[config.mk]
export PLATFORM = sky130hd
export DESIGN_NAME = sorted_key_value_leaf_table_top
export DESIGN_NICKNAME = d
export VERILOG_FILES = /design/src/skvl_pkg.sv /design/src/skvl_cell.sv /design/src/sorted_key_value_leaf_table_top.sv
export VERILOG_INCLUDE_DIRS = /design/src /design/src/src
export SDC_FILE = /design/constraint.sdc
export NUM_CORES = 1
export LEC_CHECK = 0
export ABC_CLOCK_PERIOD_IN_PS = 9550
export BUFFER_PORTS_ARGS = -buffer_cell sky130_fd_sc_hd__buf_2
export CORE_ASPECT_RATIO = 0.75
export CORE_UTILIZATION = 31
export CTS_BUF_LIST = sky130_fd_sc_hd__clkbuf_4 sky130_fd_sc_hd__clkbuf_8 sky130_fd_sc_hd__clkbuf_16
export DETAILED_ROUTE_END_ITERATION = 8
export SKIP_LAST_GASP = 1
export SYNTH_ARGS = -nofsm -noshare
export SYNTH_HDL_FRONTEND = slang
export SYNTH_SLANG_ARGS = --single-unit
[constraint.sdc]
create_clock -name clk -period 9.55 [get_ports clk]
set_input_delay 0.955 -clock clk [delete_from_list [all_inputs] [get_ports clk]]
set_output_delay 0.955 -clock clk [all_outputs]
set_load 0.005 [all_outputs]
[src/assert_macros.svh]
// Assertion macros shared by the RTL of the sorted key/value leaf table.
// Needs a clk and an active-low rst_n in the scope where a macro is used.
`ifndef ASSERT_MACROS_SVH
`define ASSERT_MACROS_SVH

// Checks prop at every rising clock edge outside of reset.
`define ASSERT_CLK(label, prop, msg) \
    label: assert property (@(posedge clk) disable iff (!rst_n) (prop)) else $error(msg);

// Checks that prop holds in the cycle after trig, outside of reset.
`define ASSERT_NEXT(label, trig, prop, msg) \
    label: assert property (@(posedge clk) disable iff (!rst_n) (trig) |=> (prop)) \
        else $error(msg);

`endif

[src/skvl_pkg.sv]
// Package of the sorted key/value leaf table: field widths, command codes
// and the structs passed between the top level and the cells. No dependencies.
package skvl_pkg;

    localparam int KEY_W   = 32;
    localparam int VAL_W   = 32;
    localparam int TOTAL_W = 5;
    localparam int IN_W    = KEY_W + VAL_W;
    localparam int OUT_W   = 8;

    // Command carried in tuser.
    typedef enum logic {
        CMD_INSERT = 1'b0,
        CMD_SEARCH = 1'b1
    } cmd_t;

    // One stored entry, handed from a cell to its right neighbor.
    typedef struct packed {
        logic signed [KEY_W-1:0] key;
        logic signed [VAL_W-1:0] value;
    } entry_t;

    // Broadcast to every cell for the word being accepted.
    typedef struct packed {
        logic                    ins_en;
        logic signed [KEY_W-1:0] key;
        logic signed [VAL_W-1:0] value;
    } cell_bcast_t;

endpackage

[src/skvl_cell.sv]
// One cell of the sorted chain: holds one key/value entry, compares it with
// the broadcast key and shifts right on insert. Depends on skvl_pkg.
module skvl_cell
    import skvl_pkg::*;
(
    input  logic        clk,
    input  cell_bcast_t bcast,
    input  logic        occupied,
    input  logic        at_end,
    input  logic        greater_prev,
    input  entry_t      entry_prev,
    output logic        greater,
    output logic        match,
    output entry_t      entry
);

    entry_t entry_reg;

    // Compare the stored key with the broadcast key.
    always_comb
    begin
        greater = occupied && (entry_reg.key > bcast.key);
        match   = occupied && (entry_reg.key == bcast.key);
        entry   = entry_reg;
    end

    // On insert, cells past the insert point take their left neighbor's entry;
    // the insert point itself takes the new entry.
    always_ff @(posedge clk)
    begin
        if (bcast.ins_en)
        begin
            if (greater_prev)
            begin
                entry_reg <= entry_prev;
            end
            else if (greater || at_end)
            begin
                entry_reg.key   <= bcast.key;
                entry_reg.value <= bcast.value;
            end
        end
    end

endmodule

[src/sorted_key_value_leaf_table_top.sv]
// Top level of the sorted key/value leaf table: a chain of skvl_cell entries,
// the entry count, and a registered result stage. Depends on skvl_pkg.
//
// Usage:
// Input words arrive on s_tvalid/s_tready with the command in s_tuser
// (insert or search) and key and value in s_tdata. Each word yields one
// result word on m_tvalid/m_tready carrying found, rejected, is_full and
// the entry count as it stands after the word.
// An insert is placed before the first stored key that is strictly greater,
// so equal keys keep arrival order. An insert into a full table is dropped
// and flagged as rejected. All cells compare and shift in the accept cycle.
// The match bits are registered at the accepting edge and reduced into the
// output register once that register is empty or its word is being taken,
// so a receiver stall can hold the result back in the pending stage.
// A new word is held off until the pending word has moved on, as the match
// register sits between the cell compares and the output register.
// Reset clears the entry count and both valid flags; stored entries are not
// cleared and are never read until written.
// When the receiver stalls, one result waits in the output register and one
// word may still complete its compare; further input is held off.
module sorted_key_value_leaf_table_top
    import skvl_pkg::*;
#(
    parameter int CAPACITY = 16
)
(
    input  logic             clk,
    input  logic             rst_n,
    input  logic             s_tvalid,
    output logic             s_tready,
    input  logic [IN_W-1:0]  s_tdata,   // key [31:0], value [63:32]
    input  logic             s_tuser,   // command [0]
    output logic             m_tvalid,
    input  logic             m_tready,
    output logic [OUT_W-1:0] m_tdata    // found [0], rejected [1], is_full [2],
                                        // entry_total [7:3]
);

`include "assert_macros.svh"

    localparam int CNT_W = $clog2(CAPACITY + 1);

    logic [CNT_W-1:0]    count_reg;
    logic [CNT_W-1:0]    count_next;
    logic [CAPACITY-1:0] match_reg;
    logic                pend_reg;
    logic                rej_reg;
    logic                out_valid_reg;
    logic [OUT_W-1:0]    out_data_reg;

    logic                in_fire;
    logic                out_load;
    logic                is_insert;
    logic                table_full;
    logic                ins_ok;
    cell_bcast_t         bcast;
    logic [CAPACITY-1:0] occupied;
    logic [CAPACITY-1:0] at_end;
    logic [CAPACITY-1:0] greater;
    logic [CAPACITY-1:0] match;
    entry_t              entries [CAPACITY];
    logic                found;
    logic [TOTAL_W-1:0]  total;

    // Handshake and command decode.
    always_comb
    begin
        s_tready   = !pend_reg;
        in_fire    = s_tvalid && s_tready;
        is_insert  = (cmd_t'(s_tuser) == CMD_INSERT);
        table_full = (count_reg == CNT_W'(CAPACITY));
        ins_ok     = in_fire && is_insert && !table_full;
        count_next = ins_ok ? count_reg + 1'b1 : count_reg;
        out_load   = pend_reg && (!out_valid_reg || m_tready);

        bcast.ins_en = ins_ok;
        bcast.key    = s_tdata[KEY_W-1:0];
        bcast.value  = s_tdata[IN_W-1:KEY_W];
    end

    // The chain of cells; cell 0 has no left neighbor.
    genvar gi;
    generate
        for (gi = 0; gi < CAPACITY; gi++)
        begin : g_cell
            logic   greater_left;
            entry_t entry_left;

            assign occupied[gi] = (CNT_W'(gi) < count_reg);
            assign at_end[gi]   = (CNT_W'(gi) == count_reg);

            if (gi == 0)
            begin : g_first
                assign greater_left = 1'b0;
                assign entry_left   = entries[0];
            end
            else
            begin : g_rest
                assign greater_left = greater[gi-1];
                assign entry_left   = entries[gi-1];
            end

            skvl_cell u_cell (
                .clk          (clk),
                .bcast        (bcast),
                .occupied     (occupied[gi]),
                .at_end       (at_end[gi]),
                .greater_prev (greater_left),
                .entry_prev   (entry_left),
                .greater      (greater[gi]),
                .match        (match[gi]),
                .entry        (entries[gi])
            );
        end
    endgenerate

    // Entry count and the pending stage holding the match bits.
    always_ff @(posedge clk or negedge rst_n)
    begin
        if (!rst_n)
        begin
            count_reg <= '0;
            pend_reg  <= 1'b0;
        end
        else
        begin
            count_reg <= count_next;
            if (in_fire)
            begin
                pend_reg <= 1'b1;
            end
            else if (out_load)
            begin
                pend_reg <= 1'b0;
            end
        end
    end

    always_ff @(posedge clk)
    begin
        if (in_fire)
        begin
            match_reg <= is_insert ? '0 : match;
            rej_reg   <= is_insert && table_full;
        end
    end

    // Reduce the match bits and build the result word.
    always_comb
    begin
        found = |match_reg;
        total = TOTAL_W'(count_reg);
    end

    always_ff @(posedge clk or negedge rst_n)
    begin
        if (!rst_n)
        begin
            out_valid_reg <= 1'b0;
        end
        else if (out_load)
        begin
            out_valid_reg <= 1'b1;
        end
        else if (m_tready)
        begin
            out_valid_reg <= 1'b0;
        end
    end

    always_ff @(posedge clk)
    begin
        if (out_load)
        begin
            out_data_reg <= {total, table_full, rej_reg, found};
        end
    end

    assign m_tvalid = out_valid_reg;
    assign m_tdata  = out_data_reg;

    // Checks on the count and the result stage.
    `ASSERT_CLK(a_count_bound, count_reg <= CNT_W'(CAPACITY),
        "entry count exceeds capacity")
    `ASSERT_NEXT(a_insert_grows, ins_ok, count_reg == $past(count_reg) + 1'b1,
        "accepted insert did not grow the count by one")
    `ASSERT_NEXT(a_search_keeps, in_fire && !is_insert, $stable(count_reg),
        "search changed the entry count")
    `ASSERT_CLK(a_reject_full, !(m_tvalid && m_tdata[1]) || (m_tdata[2] && !m_tdata[0]),
        "rejected result without full flag or with found set")

endmodule

== Word-level counts from Yosys, hierarchy flattened ==
Index checks and enable logic that the tools add are counted.

* Order comparisons: 32
* Multiplexer cells: 34
* Reductions and logical operators: 92
* Bitwise operators: 1
* Add/subtract/negate cells: 1
* Eq/ne operators: 32

{| class="wikitable"
|+ Operators by type and width
! operator !! number
|-
| $mux 64 || 30
|-
| $eq 32x32->1 || 16
|-
| $gt 32x32->1 || 16
|-
| $eq 4x5->1 const A || 8
|-
| $lt 4x5->1 const A || 8
|-
| $logic_and 1x1->1 || 37
|-
| $reduce_bool 2->1 || 17
|-
| $reduce_and 2->1 || 16
|-
| $eq 3x5->1 const A || 4
|-
| $lt 3x5->1 const A || 4
|-
| $logic_or 1x1->1 || 17
|-
| $reduce_or 16->1 || 1
|-
| $eq 2x5->1 const A || 2
|-
| $lt 1x5->1 const A || 2
|-
| $lt 2x5->1 const A || 2
|-
| $add 5x1->5 const B || 1
|-
| $eq 1x5->1 const A || 1
|-
| $eq 5x5->1 const B || 1
|-
| $logic_not 5->1 || 1
|-
| $mux 1 || 4
|-
| $logic_not 1->1 || 3
|-
| $not 1->1 || 1
|}

* Input bits: 69
* Logic and storage cells: 229
* Output and inout bits: 10
* Flip-flop bits (word level): 1024

== Logic depth before layout (Yosys ltp) ==
* Depth after elaboration: 5
* Mapped depth: 11
* Gate-level depth less buffers: 9

== Cells and area by module ==
A second synthesis with hierarchy kept.

* Cell total of the unflattened synthesis: 4836
* Area, all modules: 56827.0 sq um

{| class="wikitable"
|+ By module, submodules not included
! module !! area each (sq um) !! cells an instance !! instances !! sequential area each (sq um)
|-
| skvl_cell || 3455.8 || 294 || 16 || 1921.8
|-
| sorted_key_value_leaf_table_top || 1534.0 || 132 || 1 || 925.9
|}

== Least setup slack after synthesis ==
OpenSTA, ideal clock, no wires.

* Kind: input-to-reg
* From: input s_tdata[28]
* To: register g_cell[13].u_cell.entry_reg, in the netlist g_cell[13].u_cell.entry[32], enable pin
* Setup time: 0.441 ns
* Arrival time: 4.839 ns
* Setup slack: 4.270 ns
* Path buffers: 0
* Stages: 9
* Data required time: 9.109 ns
* Cells stage by stage: inv_1 ha_1 and3_1 nand4_1 or4_4 nor3_1 or4_4 mux2_2 a31oi_1

* Cells in the longest elaborated chain, start to end: 5
* Elaborated cells between the ends (all ways): 7
* Classes of those cells: 2 x order compare; 5 x reduce/logical

{| class="wikitable"
|+ Ends and longest elaborated chain
! item !! line !! text
|-
| from (decl) || sorted_key_value_leaf_table_top.sv:31 || <nowiki>input logic [IN_W-1:0] s_tdata,</nowiki>
|-
| $gt 32x32->1 || skvl_cell.sv:22 || <nowiki>greater = occupied && (entry_reg.key > bcast.key);</nowiki>
|-
| $logic_and 1x1->1 || skvl_cell.sv:22 ||
|-
| $logic_or 1x1->1 || skvl_cell.sv:37 || <nowiki>else if (greater || at_end)</nowiki>
|-
| $reduce_bool 2->1 (no source line) * || n/a ||
|-
| $reduce_and 2->1 (no source line) * || n/a ||
|-
| to (signal assigned) || skvl_cell.sv:35 || <nowiki>entry_reg <= entry_prev;</nowiki>
|-
| to (decl) || skvl_cell.sv:17 || <nowiki>entry_t entry_reg;</nowiki>
|}

Mark *: on every way between the ends. The rest lies on a longest branch, timed or not.
A chain may end at the register's enable or synchronous reset.

== Final worst setup path ==
* From: input s_tdata[21]
* To: register g_cell[2].u_cell.entry_reg, in the netlist g_cell[2].u_cell.entry[40], enable pin

* Cells in the longest elaborated chain, start to end: 5
* Elaborated cells between the ends (all ways): 7
* Classes of those cells: 2 x order compare; 5 x reduce/logical

{| class="wikitable"
|+ Ends and longest elaborated chain
! item !! line
|-
| $gt 32x32->1 || skvl_cell.sv:22
|-
| $logic_and 1x1->1 || skvl_cell.sv:22
|-
| $logic_or 1x1->1 || skvl_cell.sv:37
|-
| $reduce_bool 2->1 (no source line) * || n/a
|-
| $reduce_and 2->1 (no source line) * || n/a
|-
| to (signal assigned) || skvl_cell.sv:35
|-
| to (decl) || skvl_cell.sv:17
|}

Marks and branches as above.

==> results.py <==
metrics = {
    "synth": {
        "syn_nets": 3296,
        "synth-xor-area-share": 0.00102,
        "avgSynthCellArea_um2": 12.7,
        "synth.largest_area_cell": "edfxtp_1",
        "synth_simple_gate_area_frac": 0.0738,
        "ys_async_sr_fraction": 0.0129,
        "synth_cell_type_count": 72,
        "syn_area_mm2": 0.0345,
        "syn_inst": 2712,
        "ys_top_cells_by_area": "edfxtp_1 (47%), ha_1 (19%), mux2_1 (7.6%)",
        "synthAdderAreaFrac": 0.187,
        "post-synth-top-count-cell": "edfxtp_1",
        "ys.warnings.count": 0,
        "ys_ff_latch": 544,
        "synthTopCellsByCount": "edfxtp_1 (537), ha_1 (515), mux2_1 (233)",
        "synth-edff-count": 537,
        "ys_seq_area_frac": 0.473,
        "synthMuxAreaShare": 0.142,
        "yosysTopAreaCellShare": 0.468,
        "synth_compound_area_frac": 0.101,
        "synth_top_family_by_area": "adder cells",
        "synth_flop_cell": "edfxtp_1",
    },
    "global_routing": {
        "antenna_found_initial": 8,
        "track_usage": 0.145,
        "grt_pass1_vias": 21800,
        "grt_first_pass_wirelength_um": 127000,
        "grt_max_degree": 35,
        "overflow": 0,
    },
    "cts": {
        "cts_tree": "yes",
        "clockBufferDepth": 3,
        "cts_resized": 0,
        "clockRootBuffer": "clkbuf_16",
        "path_clk_slew_ns": 0.07,
        "h-tree-depth": 2,
        "cts.sinks": 544,
        "worstSkewPairLatency_ns": 0.63,
        "cts-hold-fix-buffers": 0,
        "numCtsBuffers": 53,
        "cts_setup_buffers": 0,
    },
    "floorplanning": {
        "ios": 79,
        "die_h_um": 291,
        "rows": 105,
        "die_x_um": 387,
        "start_util": 0.314,
        "dieArea_mm2": 0.113,
        "core_mm2": 0.110,
    },
    "pwr": {
        "ir_drop_v": 0.000124,
        "pwr-share-clk": 0.280,
        "powerDensity_mw_per_mm2": 206,
        "swShare": 0.313,
        "p_leak_nw": 14.3,
        "p_int_mw": 5.43,
        "p_comb_frac": 0.301,
        "p_switching_mw": 2.48,
        "seq_power_share": 0.419,
    },
    "critical_path": {
        "r2r_start": "g_cell[1].u_cell.entry[63]",
        "critPathLaunch": "s_tdata[21]",
        "slowest_stage": "a31oi_4",
        "critPathMaxFanout": 32,
        "critical_path.top_delay_family": "compound AO/OA/AOI/OAI gates",
        "path_cells": "buf_2 > inv_1 > ha_1 > nand4_1 > nor4_1 > o41a_1 > o211a_1 > nor2_1 > a31oi_4",
        "rrSetupSlack_ns": 5.32,
        "worst-path-buf-inv": 2,
        "critical_path_depth": 9,
        "worst_setup_path_start_kind": "input pin",
        "r2r_cells": 7,
        "timing.rr.end": "g_cell[2].u_cell.entry[40]",
        "critPathKind": "input pin to flop",
        "endpoint_kind": "flop",
        "critPathMaxStageDelay_ns": 0.89,
        "arrival_ns": 5.32,
        "cp.required_ns": 9.78,
    },
    "timing": {
        "finalHoldViolations": 0,
        "slew_viol_final": 0,
        "worstMarginPinSlew_ns": 1.27,
        "min_period_over_period": 0.533,
        "period_needed_ns": 5.09,
        "timing.fmax_ghz": 0.197,
        "worst_slack_ns": 4.46,
        "slew_headroom": 0.147,
        "rsz0062_at_grt": "false",
        "setup_viol": 0,
        "skew_ns": 0.0275,
        "tns_ns": 0,
    },
    "placement": {
        "io_buffers": 46,
        "routabilityCongestion": 0.913,
        "place_area_mm2": 0.0365,
        "dpl_worst_slack_ns": 3.83,
        "hpwl_um": 66200,
    },
    "run_status": {
        "outcome": "finished clean",
    },
    "hold_path": {
        "hold_class": "input pin to asynchronous set/reset pin",
    },
    "finish": {
        "ff_latch_area_mm2": 0.0163,
        "multi_input_area_mm2": 0.0176,
        "largest_register_ff_count": 512,
        "area_growth_pct": 11.2,
        "drive_gt1_frac": 0.142,
        "post-route-cell-area_mm2": 0.0384,
        "final_nets": 3343,
        "fill_cells": 10600,
    },
    "drt": {
        "drtAntennaViolNets": 0,
        "drc": 0,
        "wl_met3_um": 5050,
        "dr.max_layer_used": "met5",
        "dr.pass1.iters": 6,
        "wl_um": 83100,
        "viasPerCell": 5.20,
        "drt_iter0_drc": 1701,
        "wl_met1_um": 44600,
        "via_count": 22100,
        "routed-wl-met2_um": 31600,
        "drt-wirelength-per-cell_um": 19.5,
    },
    "run": {
        "cap_violations": 0,
    },
}
-- power by group through the flow --
| stage | combinational [mW] | sequential (mW) | clock [mW] |
|---|---|---|---|
| floorplan | 1.88 | 3.28 | 0 |
| global placement | 2.32 | 3.35 | 0 |
| detailed placement | 2.35 | 3.35 | 0 |
| CTS | 2.38 | 3.30 | 2.25 |
| global route | 2.64 | 3.34 | 2.34 |
| finish | 2.38 | 3.31 | 2.21 |
-- per-stage QoR --
stage          hold slack, ns   util  std cells  total power, mW
2_1_floorplan           0.400      -       2712             5.16
3_3_place_gp            0.466  0.333       4148             5.66
3_5_place_dp            0.438  0.333       4148             5.70
4_1_cts                 0.179  0.349       4246             7.93
5_1_grt                 0.194  0.349       4248             8.32
6_report                0.219  0.349       4251             7.91
-- worst max path at each step --
stage | end | slack [ns]
6_report | g_cell[2].u_cell.entry[40] | 4.46
5_1_grt | g_cell[11].u_cell.entry[56] | 4.12
4_1_cts | g_cell[4].u_cell.entry[43] | 4.49
3_5_place_dp | g_cell[2].u_cell.entry[40] | 3.83
3_3_place_gp | g_cell[2].u_cell.entry[40] | 3.88
2_1_floorplan | g_cell[13].u_cell.entry[32] | 4.27
-- layout by cell type (no fill, tap or decap), drive strengths merged, types with 47 or more instances in the layout --
cell type	instances
buf	91
edfxtp	537
nand2	111
inv	66
nand4	104
clkbuf	83
mux2	417
nand3	83
nor2	47
a21oi	214
a21o	52
o21ai	180
ha	515
-- routing by layer --
layer,up-vias,global-route usage
li1,10900,-
met1,10600,0.228
met2,502,0.199
met3,109,0.0265
met4,2,0.0360
met5,-,0.00719
-- worst reg2reg max path: cells and delay by family, from the launching register on --
family / cells / cell delay, ns
DFF: 1 / 0.39
and+or+nand+nor: 3 / 1.16
AOI/OAI and AO/OA: 3 / 1.86
adders and majority gates: 1 / 0.40
-- final cells by class --
class,instances,area share
timing repair buffer,91,0.0148
tap,1444,0.0471
antenna,5,0.000326
clock buffer,83,0.0427
sequential,544,0.425
clock inverter,15,0.00444
multi-input combinational,2003,0.459
inverter,66,0.00646
-- cells by family (layout without fill, tap and decap cells) --
logic type / count (synthesis) / in the layout
simple gates: 479 / 479
other cells: 0 / 5
fa+ha+maj: 515 / 515
compound gates: 582 / 582
xor+xnor: 4 / 4
mux: 423 / 423
flops: 544 / 544
buf+inv: 165 / 255
No activity file was read; power rests on OpenSTA's default activity.
